[src/hw/rtl/leb_pkg.sv]
// Shared constants, command codes, types and helpers for the line edit buffer.
// No dependencies; imported by leb_csr, leb_core and line_edit_buffer.
package leb_pkg;

   // Character store depth (entries)
   localparam int BUF_DEPTH = 256;
   localparam int ADDR_W    = (BUF_DEPTH > 1) ? $clog2(BUF_DEPTH) : 1;

   // Field widths
   localparam int CMD_W  = 4;
   localparam int CHAR_W = 7;
   localparam int IDX_W  = 8;

   // Largest text the store can ever hold
   localparam logic [IDX_W-1:0] LIMIT_MAX = IDX_W'((BUF_DEPTH < 255) ? BUF_DEPTH : 255);

   // Highest non-printable character code
   localparam logic [CHAR_W-1:0] CTRL_MAX = CHAR_W'(31);

   // Command codes
   localparam logic [CMD_W-1:0] CMD_CHAR      = 4'd0;
   localparam logic [CMD_W-1:0] CMD_BACKSPACE = 4'd1;
   localparam logic [CMD_W-1:0] CMD_DELETE    = 4'd2;
   localparam logic [CMD_W-1:0] CMD_LEFT      = 4'd3;
   localparam logic [CMD_W-1:0] CMD_RIGHT     = 4'd4;
   localparam logic [CMD_W-1:0] CMD_HOME      = 4'd5;
   localparam logic [CMD_W-1:0] CMD_END       = 4'd6;
   localparam logic [CMD_W-1:0] CMD_ENTER     = 4'd7;
   localparam logic [CMD_W-1:0] CMD_RESET     = 4'd8;

   // Register byte offsets
   localparam int CSR_ADDR_W = 3;
   localparam logic [CSR_ADDR_W-1:0] CSR_CAPACITY = 3'd0;

   typedef struct packed {
      logic              active;
      logic [IDX_W-1:0]  text_length;
      logic [IDX_W-1:0]  cursor_index;
      logic [CHAR_W-1:0] read_char;
   } result_type;

   // 8-bit text position to store address (truncate or zero-extend)
   function automatic logic [ADDR_W-1:0] to_addr(input logic [IDX_W-1:0] v);
      logic [ADDR_W+IDX_W-1:0] t;
      t = {{ADDR_W{1'b0}}, v};
      return t[ADDR_W-1:0];
   endfunction

endpackage

[src/hw/rtl/leb_ram.sv]
// Generic simple dual-port RAM: one write port, one read port, registered read.
// No dependencies.
module leb_ram #(
   parameter int WIDTH = 8,
   parameter int DEPTH = 256
) (
   input  logic                     clock,
   input  logic                     wr_en,
   input  logic [$clog2(DEPTH)-1:0] wr_addr,
   input  logic [WIDTH-1:0]         wr_data,
   input  logic [$clog2(DEPTH)-1:0] rd_addr,
   output logic [WIDTH-1:0]         rd_data
);

   logic [WIDTH-1:0] mem_ff [DEPTH];
   logic [WIDTH-1:0] rd_data_ff;

   always_ff @(posedge clock) begin
      if (wr_en) begin
         mem_ff[wr_addr] <= wr_data;
      end
      rd_data_ff <= mem_ff[rd_addr];
   end

   assign rd_data = rd_data_ff;

endmodule

[src/hw/rtl/leb_csr.sv]
// APB-style register port holding the capacity register.
// Depends on leb_pkg.
module leb_csr
   import leb_pkg::*;
(
   input  logic                  clock,
   input  logic                  reset,
   input  logic                  psel,
   input  logic                  penable,
   input  logic                  pwrite,
   input  logic [CSR_ADDR_W-1:0] paddr,
   input  logic [31:0]           pwdata,
   output logic [31:0]           prdata,
   output logic                  pready,
   output logic [IDX_W-1:0]      capacity
);

   logic [IDX_W-1:0] cap_ff, cap_in;
   logic             hit;

   // word index 0 is the only register; byte lanes ignored
   assign hit = (paddr[CSR_ADDR_W-1:2] == CSR_CAPACITY[CSR_ADDR_W-1:2]);

   always_comb begin
      cap_in = cap_ff;
      if (psel && penable && pwrite && hit) begin
         cap_in = pwdata[IDX_W-1:0];
      end
   end

   always_ff @(posedge clock) begin
      if (reset) begin
         cap_ff <= IDX_W'(255);
      end else begin
         cap_ff <= cap_in;
      end
   end

   assign prdata   = hit ? {{(32-IDX_W){1'b0}}, cap_ff} : 32'd0;
   assign pready   = 1'b1;
   assign capacity = cap_ff;

endmodule

[src/hw/rtl/leb_core.sv]
// Edit sequencer: decodes a key request, shifts the store one entry a cycle
// through a shared address stepper, then reads back one character. Uses leb_pkg, leb_ram.
module leb_core
   import leb_pkg::*;
(
   input  logic              clock,
   input  logic              reset,
   input  logic [IDX_W-1:0]  capacity,
   input  logic              req_valid,
   output logic              req_ready,
   input  logic [CMD_W-1:0]  req_cmd,
   input  logic [CHAR_W-1:0] req_char,
   input  logic [IDX_W-1:0]  req_index,
   output logic              result_valid,
   input  logic              result_ready,
   output result_type        result
);

   typedef enum logic [2:0] {
      S_IDLE, S_SHIFT, S_FLUSH, S_PUT, S_READ, S_RESP
   } state_type;

   state_type         state_ff, state_in;
   logic              act_ff, act_in;
   logic [IDX_W-1:0]  len_ff, len_in;
   logic [IDX_W-1:0]  cur_ff, cur_in;
   logic [IDX_W-1:0]  ridx_ff, ridx_in;
   logic [CHAR_W-1:0] ch_ff, ch_in;
   logic [ADDR_W-1:0] put_ff, put_in;
   logic [ADDR_W-1:0] ptr_ff, ptr_in;
   logic [ADDR_W-1:0] stop_ff, stop_in;
   logic [ADDR_W-1:0] waddr_ff, waddr_in;
   logic              wpend_ff, wpend_in;
   logic              right_ff, right_in;   // 1: insert shift, walks down
   logic              ins_ff, ins_in;       // a character is put after the shift

   logic              wr_en;
   logic [ADDR_W-1:0] wr_addr, rd_addr;
   logic [CHAR_W-1:0] wr_data, rd_data;
   logic [IDX_W-1:0]  limit;
   logic [IDX_W-1:0]  pos;
   logic              do_remove;
   logic [ADDR_W-1:0] step_fwd, step_back;

   leb_ram #(.WIDTH(CHAR_W), .DEPTH(BUF_DEPTH)) u_store (
      .clock   (clock),
      .wr_en   (wr_en),
      .wr_addr (wr_addr),
      .wr_data (wr_data),
      .rd_addr (rd_addr),
      .rd_data (rd_data)
   );

   // capacity clamped to 1 .. LIMIT_MAX
   always_comb begin
      limit = (capacity == '0) ? IDX_W'(1) : capacity;
      if (limit > LIMIT_MAX) begin
         limit = LIMIT_MAX;
      end
   end

   // shared stepper
   assign step_fwd  = ptr_ff + ADDR_W'(1);
   assign step_back = ptr_ff - ADDR_W'(1);

   assign req_ready    = (state_ff == S_IDLE);
   assign result_valid = (state_ff == S_RESP);
   assign result.active       = act_ff;
   assign result.text_length  = len_ff;
   assign result.cursor_index = cur_ff;
   assign result.read_char    = (ridx_ff < len_ff) ? rd_data : '0;

   always_comb begin
      state_in  = state_ff;
      act_in    = act_ff;
      len_in    = len_ff;
      cur_in    = cur_ff;
      ridx_in   = ridx_ff;
      ch_in     = ch_ff;
      put_in    = put_ff;
      ptr_in    = ptr_ff;
      stop_in   = stop_ff;
      waddr_in  = waddr_ff;
      wpend_in  = wpend_ff;
      right_in  = right_ff;
      ins_in    = ins_ff;
      wr_en     = 1'b0;
      wr_addr   = waddr_ff;
      wr_data   = rd_data;
      rd_addr   = ptr_ff;
      pos       = cur_ff;
      do_remove = 1'b0;

      case (state_ff)
         S_IDLE: begin
            if (req_valid) begin
               ridx_in  = req_index;
               ch_in    = req_char;
               wpend_in = 1'b0;
               ins_in   = 1'b0;
               state_in = S_READ;
               case (req_cmd)
                  CMD_CHAR: begin
                     if (req_char > CTRL_MAX) begin
                        if (len_ff >= limit) begin
                           // full: overwrite the last character (limit >= 1, so len >= 1)
                           wr_en   = 1'b1;
                           wr_addr = to_addr(len_ff - IDX_W'(1));
                           wr_data = req_char;
                        end else begin
                           put_in   = to_addr(cur_ff);
                           ins_in   = 1'b1;
                           len_in   = len_ff + IDX_W'(1);
                           cur_in   = cur_ff + IDX_W'(1);
                           right_in = 1'b1;
                           ptr_in   = to_addr(len_ff - IDX_W'(1));
                           stop_in  = to_addr(cur_ff);
                           state_in = (len_ff > cur_ff) ? S_SHIFT : S_PUT;
                        end
                     end
                  end
                  CMD_BACKSPACE: begin
                     if (cur_ff != '0) begin
                        pos       = cur_ff - IDX_W'(1);
                        cur_in    = pos;
                        do_remove = 1'b1;
                     end
                  end
                  CMD_DELETE: begin
                     if (cur_ff < len_ff) begin
                        pos       = cur_ff;
                        do_remove = 1'b1;
                     end
                  end
                  CMD_LEFT: begin
                     if (cur_ff != '0) begin
                        cur_in = cur_ff - IDX_W'(1);
                     end
                  end
                  CMD_RIGHT: begin
                     if (cur_ff < len_ff) begin
                        cur_in = cur_ff + IDX_W'(1);
                     end
                  end
                  CMD_HOME:  cur_in = '0;
                  CMD_END:   cur_in = len_ff;
                  CMD_ENTER: act_in = 1'b0;
                  CMD_RESET: begin
                     // entries past the text are never reported, so no clearing
                     len_in = '0;
                     cur_in = '0;
                     act_in = 1'b1;
                  end
                  default: ;
               endcase
               if (do_remove) begin
                  len_in   = len_ff - IDX_W'(1);
                  right_in = 1'b0;
                  ptr_in   = to_addr(pos + IDX_W'(1));
                  stop_in  = to_addr(len_ff - IDX_W'(1));
                  if ((pos + IDX_W'(1)) < len_ff) begin
                     state_in = S_SHIFT;
                  end
               end
            end
         end
         S_SHIFT: begin
            // read ptr now, write its data one place over next cycle
            rd_addr  = ptr_ff;
            wr_en    = wpend_ff;
            wpend_in = 1'b1;
            waddr_in = right_ff ? step_fwd : step_back;
            if (ptr_ff == stop_ff) begin
               state_in = S_FLUSH;
            end else begin
               ptr_in = right_ff ? step_back : step_fwd;
            end
         end
         S_FLUSH: begin
            wr_en    = 1'b1;
            wpend_in = 1'b0;
            state_in = ins_ff ? S_PUT : S_READ;
         end
         S_PUT: begin
            wr_en    = 1'b1;
            wr_addr  = put_ff;
            wr_data  = ch_ff;
            state_in = S_READ;
         end
         S_READ: begin
            rd_addr  = to_addr(ridx_ff);
            state_in = S_RESP;
         end
         S_RESP: begin
            // hold the read address so the read data stays put
            rd_addr = to_addr(ridx_ff);
            if (result_ready) begin
               state_in = S_IDLE;
            end
         end
         default: state_in = S_IDLE;
      endcase
   end

   always_ff @(posedge clock) begin
      if (reset) begin
         state_ff <= S_IDLE;
         act_ff   <= 1'b1;
         len_ff   <= '0;
         cur_ff   <= '0;
         wpend_ff <= 1'b0;
      end else begin
         state_ff <= state_in;
         act_ff   <= act_in;
         len_ff   <= len_in;
         cur_ff   <= cur_in;
         wpend_ff <= wpend_in;
      end
      ridx_ff  <= ridx_in;
      ch_ff    <= ch_in;
      put_ff   <= put_in;
      ptr_ff   <= ptr_in;
      stop_ff  <= stop_in;
      waddr_ff <= waddr_in;
      right_ff <= right_in;
      ins_ff   <= ins_in;
   end

endmodule

[src/hw/rtl/line_edit_buffer.sv]
// Line edit buffer top level: register port, edit sequencer and result register.
// Depends on leb_pkg, leb_csr, leb_core.
//
// Usage:
//  - req_ carries one key request: tuser is the command, tdata the character
//    and the read index. rsp_ returns one result per request: active flag,
//    text length, cursor and the character at the read index (0 past the text).
//  - After acceptance the sequencer moves one entry per step for insert,
//    backspace or delete, flushes the tail when any entry moves, puts the
//    character on insert, then reads back the character at the read index.
//    Shifting is bound by the single write port of the character store,
//    stepped one address a cycle by a shared stepper.
//  - req_tready is high only while the sequencer is idle: one request at a time.
//  - Results pass through an output register, so the next request is accepted
//    while a result waits; a stalled receiver holds rsp_ steady and the next
//    result waits in the sequencer until the register frees.
//  - Reset empties the text, zeroes the cursor, sets active and loads capacity
//    with 255. No clearing pass is needed: stale store entries sit past the text.
//  - capacity is written over csr_ at byte address 0; the user must write it only while idle (not enforced).
module line_edit_buffer
   import leb_pkg::*;
(
   input  logic                  clock,
   input  logic                  reset,
   // request: tuser = cmd[3:0]
   //          tdata = key_char[6:0], read_index[14:7], zero[15]
   input  logic                  req_tvalid,
   output logic                  req_tready,
   input  logic [15:0]           req_tdata,
   input  logic [CMD_W-1:0]      req_tuser,
   // response: tdata = active[0], text_length[8:1], cursor_index[16:9],
   //                   read_char[23:17]
   output logic                  rsp_tvalid,
   input  logic                  rsp_tready,
   output logic [23:0]           rsp_tdata,
   // register port
   input  logic                  csr_psel,
   input  logic                  csr_penable,
   input  logic                  csr_pwrite,
   input  logic [CSR_ADDR_W-1:0] csr_paddr,
   input  logic [31:0]           csr_pwdata,
   output logic [31:0]           csr_prdata,
   output logic                  csr_pready
);

   logic [IDX_W-1:0] capacity;
   logic             result_valid;
   logic             result_ready;
   result_type       result;

   logic             rsp_valid_ff, rsp_valid_in;
   result_type       rsp_data_ff, rsp_data_in;

   leb_csr u_csr (
      .clock    (clock),
      .reset    (reset),
      .psel     (csr_psel),
      .penable  (csr_penable),
      .pwrite   (csr_pwrite),
      .paddr    (csr_paddr),
      .pwdata   (csr_pwdata),
      .prdata   (csr_prdata),
      .pready   (csr_pready),
      .capacity (capacity)
   );

   leb_core u_core (
      .clock        (clock),
      .reset        (reset),
      .capacity     (capacity),
      .req_valid    (req_tvalid),
      .req_ready    (req_tready),
      .req_cmd      (req_tuser),
      .req_char     (req_tdata[6:0]),
      .req_index    (req_tdata[14:7]),
      .result_valid (result_valid),
      .result_ready (result_ready),
      .result       (result)
   );

   // register frees when empty or being taken this cycle
   assign result_ready = !rsp_valid_ff || rsp_tready;

   always_comb begin
      rsp_valid_in = rsp_valid_ff;
      rsp_data_in  = rsp_data_ff;
      if (rsp_valid_ff && rsp_tready) begin
         rsp_valid_in = 1'b0;
      end
      if (result_valid && result_ready) begin
         rsp_valid_in = 1'b1;
         rsp_data_in  = result;
      end
   end

   always_ff @(posedge clock) begin
      if (reset) begin
         rsp_valid_ff <= 1'b0;
      end else begin
         rsp_valid_ff <= rsp_valid_in;
      end
      rsp_data_ff <= rsp_data_in;
   end

   assign rsp_tvalid = rsp_valid_ff;
   assign rsp_tdata  = {rsp_data_ff.read_char, rsp_data_ff.cursor_index,
                        rsp_data_ff.text_length, rsp_data_ff.active};

endmodule
[config.mk]
export PLATFORM = sky130hd
export DESIGN_NAME = line_edit_buffer
export DESIGN_NICKNAME = d
export VERILOG_FILES = /design/src/hw/rtl/leb_pkg.sv /design/src/hw/rtl/leb_ram.sv /design/src/hw/rtl/leb_csr.sv /design/src/hw/rtl/leb_core.sv /design/src/hw/rtl/line_edit_buffer.sv
export SDC_FILE = /design/constraint.sdc
export NUM_CORES = 2
export LEC_CHECK = 0
export BUFFER_PORTS_ARGS = -buffer_cell sky130_fd_sc_hd__buf_2
export CORE_ASPECT_RATIO = 1.2
export CORE_MARGIN = 2
export CORE_UTILIZATION = 39
export DETAILED_ROUTE_END_ITERATION = 10
export HOLD_SLACK_MARGIN = 0.15
export PLACE_DENSITY = 0.61
export SETUP_SLACK_MARGIN = 0.05
export SYNTH_ARGS = -nofsm -noshare
export SYNTH_HDL_FRONTEND = slang
export SYNTH_HIERARCHICAL = 1
export SYNTH_SLANG_ARGS = --single-unit
[constraint.sdc]
create_clock -name clock -period 11.2 [get_ports clock]
set_input_delay 0 -clock clock [delete_from_list [all_inputs] [get_ports clock]]
set_output_delay 0 -clock clock [all_outputs]
set_load 0.02 [all_outputs]
==> summary.md <==
| Metric | Value |
|---|---|
| Status | `finished, final reports clean` |
| Final-layout fill cell count | `roughly 17,000` |
| Final Max Tran Viols | `0` |
| Cell family with most CP delay | `simple AND/OR/NAND/NOR gates` |
| Worst slew margin | `a little under a fifth` |
| Synth Area in XOR/XNOR | `less than 1%` |
| Mean Syn Cell Area | `between 15 and 20 sq um` |
| Max_cap viols | `0` |
| Grt ovf | `0` |
| Most common cell on crit path | `nor2b_1` |
| Min Tclk post-route | `between 6 and 7 ns` |
| Worst slew pin tran | `between 1 and 1.5 ns` |
| Reg clk slew, reported paths | `0.06 ns` |
| Crit path DAT | `between 6 and 7 ns` |
| Startpoint types | `register` |
| Cell taking the most area after synthesis | `edfxtp_1` |
| Final setup vio count | `0` |
| VDD IR max | `~280 uV` |
| Psw | `about 7 mW` |
| Die width | `about 400 um` |
| Post-synth top area share | `between 70% and 80%` |
| Sw Ratio | `between 30% and 40%` |
| Yosys cell types | `94` |
| Final hold violations | `0` |
| Main combinational cell family by area after synthesis | `multiplexers` |
| Die area | `a little over 200,000 sq um` |
| Worst path buffer plus inverter count | `2` |
| Die height | `approximately 490 um` |
| Synth Area in Adders | `0.601%` |
| Setup slack after layout | `about 5 ns` |
| Leakage | `approximately 27 nW` |
| First-pass GRT wire length | `approximately 270,000 um` |
| Post-Syn Area | `~77,000 sq um` |
| Antenna violations before repair | `6` |
| WL final | `between 150,000 and 200,000 um` |
| RSZ-0062 raised after global routing | `no` |
| Cell-internal power | `14.4 mW` |
| Worst-skew pair later-pin latency | `0.83 ns` |
| Sequential element share of the synthesized area | `roughly 74%` |
| Maximum clock path buffer count | `3` |
| Number of synthesized flops with an enable pin | `roughly 1,900` |
| Critical-path cell list | `inv_1 -> ha_1 -> nor2b_1 -> o21ai_0 -> a41oi_1 -> o21ai_0 -> and3_1 -> nor2b_1 -> a221o_1 -> nor2b_1 -> nand4_1 -> buf_4 -> nor2_1` |
| Setup_tns | `0 ns` |
| Final net count | `about 4,300` |
| Vias per cell | `5.64` |
| Post-DP HPWL | `112,000 um` |
| Cell Rows | `~180` |
| Largest net degree at the start of global routing | `approximately 260` |
| Post-place setup slack | `5.06 ns` |
| Overall Global Routing Usage | `a little under a fifth` |
| Clock power share | `roughly 27%` |
| Synth Instances | `roughly 4,100` |
| Final ANT Viol Nets | `0` |
| Synth Register Bits | `roughly 1,900` |
| Worst-path maximum fanout | `15` |
| GPL Wtd Cong | `a little under 0.9` |
| Vias in the first global route | `slightly below 40,000` |
| Worst clock skew | `~0.028 ns` |
| Period utilization | `between 50% and 60%` |
| Yosys Warn Count | `6` |
| Overall power | `approximately 21 mW` |
| Top Ports | `approximately 120` |
| Synth top area cells | `edfxtp_1 73%, mux4_2 11%, mux2i_1 2.2%` |
| Area delta synth->final | `11.8%` |
| Post-Place Cell Area | `around 80,000 sq um` |
| DRT iter0 DRCs | `approximately 4,600` |
| Hold WC Path Type | `in -> reg` |
| Starting Density | `approximately 40%` |
| Max stage delay on crit path | `just over 0.9 ns` |
| Complex-gate fraction of the synthesized area | `4.10%` |
| Finished layout cell area | `between 80,000 and 90,000 sq um` |
| # port buffers | `68` |
| Post-Synth Simple-Gate Area | `approximately 4.8%` |
| Layout cells sized above 1 | `between 10% and 20%` |
| DR vias | `between 30,000 and 40,000` |
| Worst endpoint required time | `11.65 ns` |
| # clock sinks | `between 1,500 and 2,000` |
| Synth async-reset ratio | `0%` |
| Multiplexer area fraction after synthesis | `roughly 14%` |
| Post-synth top flop | `edfxtp_1` |
| Deepest level of the CTS H-tree | `4` |
| CTS root buf | `clkbuf_16` |
| Total core area | `196,000 sq um` |
| Max Clock Freq | `~160 MHz` |
| CP max stage cell | `nand4_1` |
| Power Density | `249 nW/um^2` |
| Num CTS Buffers | `between 150 and 200` |
| Crit path kind | `reg -> reg` |
| Reg power frac | `42.2%` |
| CTS tree | `done` |
| WL/cell | `26.7 um` |
| Combinational share of power | `between 30% and 40%` |
| Reg2reg setup slack | `just under 5 ns` |
| DRT Pass-1 Iters | `7` |
| DRC viols | `0` |
| Crit end category | `register` |
-- state kept, by name, indices dropped and copies added (netlist names) --
register and flops:
rsp_tdata 24, rsp_tvalid 1, u_core/act_ff 1, u_core/ch_ff 7, u_core/cur_ff 8, u_core/ins_ff 1
u_core/len_ff 8, u_core/ptr_ff 8, u_core/put_ff 8, u_core/ridx_ff 8, u_core/right_ff 1, u_core/state_ff 3
u_core/stop_ff 8, u_core/u_store/mem_ff 1792, u_core/u_store/rd_data 7, u_core/waddr_ff 8, u_core/wpend_ff 1, u_csr/capacity 8
-- cell families (layout without fill, tap and decap cells) --
group | after synthesis | after routing
AO/OA/AOI/OAI | 441 | 441
XOR/XNOR | 41 | 41
adder cells (fa/ha/maj) | 37 | 37
buffers and inverters | 312 | 576
flip-flops | 1902 | 1902
multiplexers | 572 | 572
other | 2 | 26
AND/OR/NAND/NOR | 799 | 799
-- Yosys cell counts (11+ instances only) --
| cell | count |
|---|---|
| nand2_1 | 141 |
| edfxtp_1 | 1865 |
| a22oi_1 | 76 |
| mux2_2 | 11 |
| xnor2_1 | 31 |
| buf_6 | 24 |
| nand3_1 | 55 |
| a22o_1 | 14 |
| dfxtp_1 | 37 |
| nor3_1 | 59 |
| nor2b_1 | 24 |
| ha_1 | 37 |
| inv_1 | 35 |
| nand2b_1 | 20 |
| nor2_1 | 365 |
| clkbuf_1 | 118 |
| a21oi_1 | 80 |
| and2_1 | 12 |
| mux2i_1 | 171 |
| a221oi_1 | 23 |
| o22ai_1 | 70 |
| o2111ai_1 | 14 |
| a211oi_1 | 14 |
| buf_8 | 11 |
| nor3b_1 | 17 |
| mux4_2 | 380 |
| nor4_1 | 40 |
| o21ai_0 | 45 |
| nand4_1 | 16 |
| buf_12 | 11 |
| buf_2 | 46 |
| buf_4 | 53 |
-- power by group through the flow --
| stage | logic [mW] | clock network, mW | registers, mW |
|---|---|---|---|
| after floorplan | 4.48 | 0 | 9.48 |
| after global placement | 6.46 | 0 | 9.20 |
| after detailed placement | 6.55 | 0 | 9.21 |
| after CTS | 6.59 | 6.01 | 9.06 |
| after global routing | 6.93 | 6.28 | 9.07 |
| final | 6.53 | 5.89 | 9.07 |
-- metal layers --
metal,track usage (%),vias up,part of all wire (%)
met2,31.6,1574,51
met3,3.26,321,6.9
li1,-,16900,-
met1,23.8,20700,39
met5,0,-,0.030
met4,6.10,8,3.2
-- tightest hold or removal path: stages --
cell	delay, ns
dlygate4sd3_1	0.53
buf_2	0.36
a21oi_1	0.21
-- worst paths after layout --
| kind | from | to | cells after the start |
|---|---|---|---|
| max | u_core/len_ff[0] | u_core/u_store/mem_ff[78][0] | 13 |
| min | reset | u_core/len_ff[2] | 3 |
| max reg2reg | u_core/len_ff[0] | u_core/u_store/mem_ff[78][0] | 13 |
| min reg2reg | u_core/act_ff | rsp_tdata[0] | 0 |
-- area by class of cell --
cell class              count  area [sq um]  share of cell area (%)
diodes                      1          2.50                 0.00291
inverters                  40           150                   0.174
clock inverters           113          1040                    1.21
repair buffers            208          1730                    2.01
flip-flops and latches   1902         56700                    65.9
clock buffers             215          4640                    5.38
multi-input cells        1915         18600                    21.5
well taps                2610          3270                    3.79
-- metrics by stage --
stage               hold WS, ns  std cells  utilization (%)
global route              0.306       7004             43.9
CTS                       0.241       7003             43.9
floorplan                0.0624       4129                -
global placement          0.180       6593             40.6
detailed placement        0.179       6593             40.6
finish                    0.322       7004             43.9
-- layout by cell type, fill, tap and decap left out, drive strengths merged, types with 42 or more instances in the layout --
master	netlist	layout
nor2	365	365
nand2	141	141
clkbuf	121	215
buf	151	126
dlygate4sd3	0	82
nor4	42	42
a22oi	76	76
o22ai	75	75
inv	38	47
nor3	59	59
edfxtp	1865	1865
mux2i	171	171
o21ai	52	52
nand3	56	56
a21oi	82	82
clkinv	2	93
mux4	390	390
-- what timing repair did --
item / 4_1_cts / 5_1_grt
hold endpoints to repair: 135 / 0
buffers inserted: 0 / 0
hold buffers: 82 / 0
resized for setup: 0 / 0
setup endpoints to repair: 0 / 0
No activity file was read; power rests on OpenSTA's default activity.
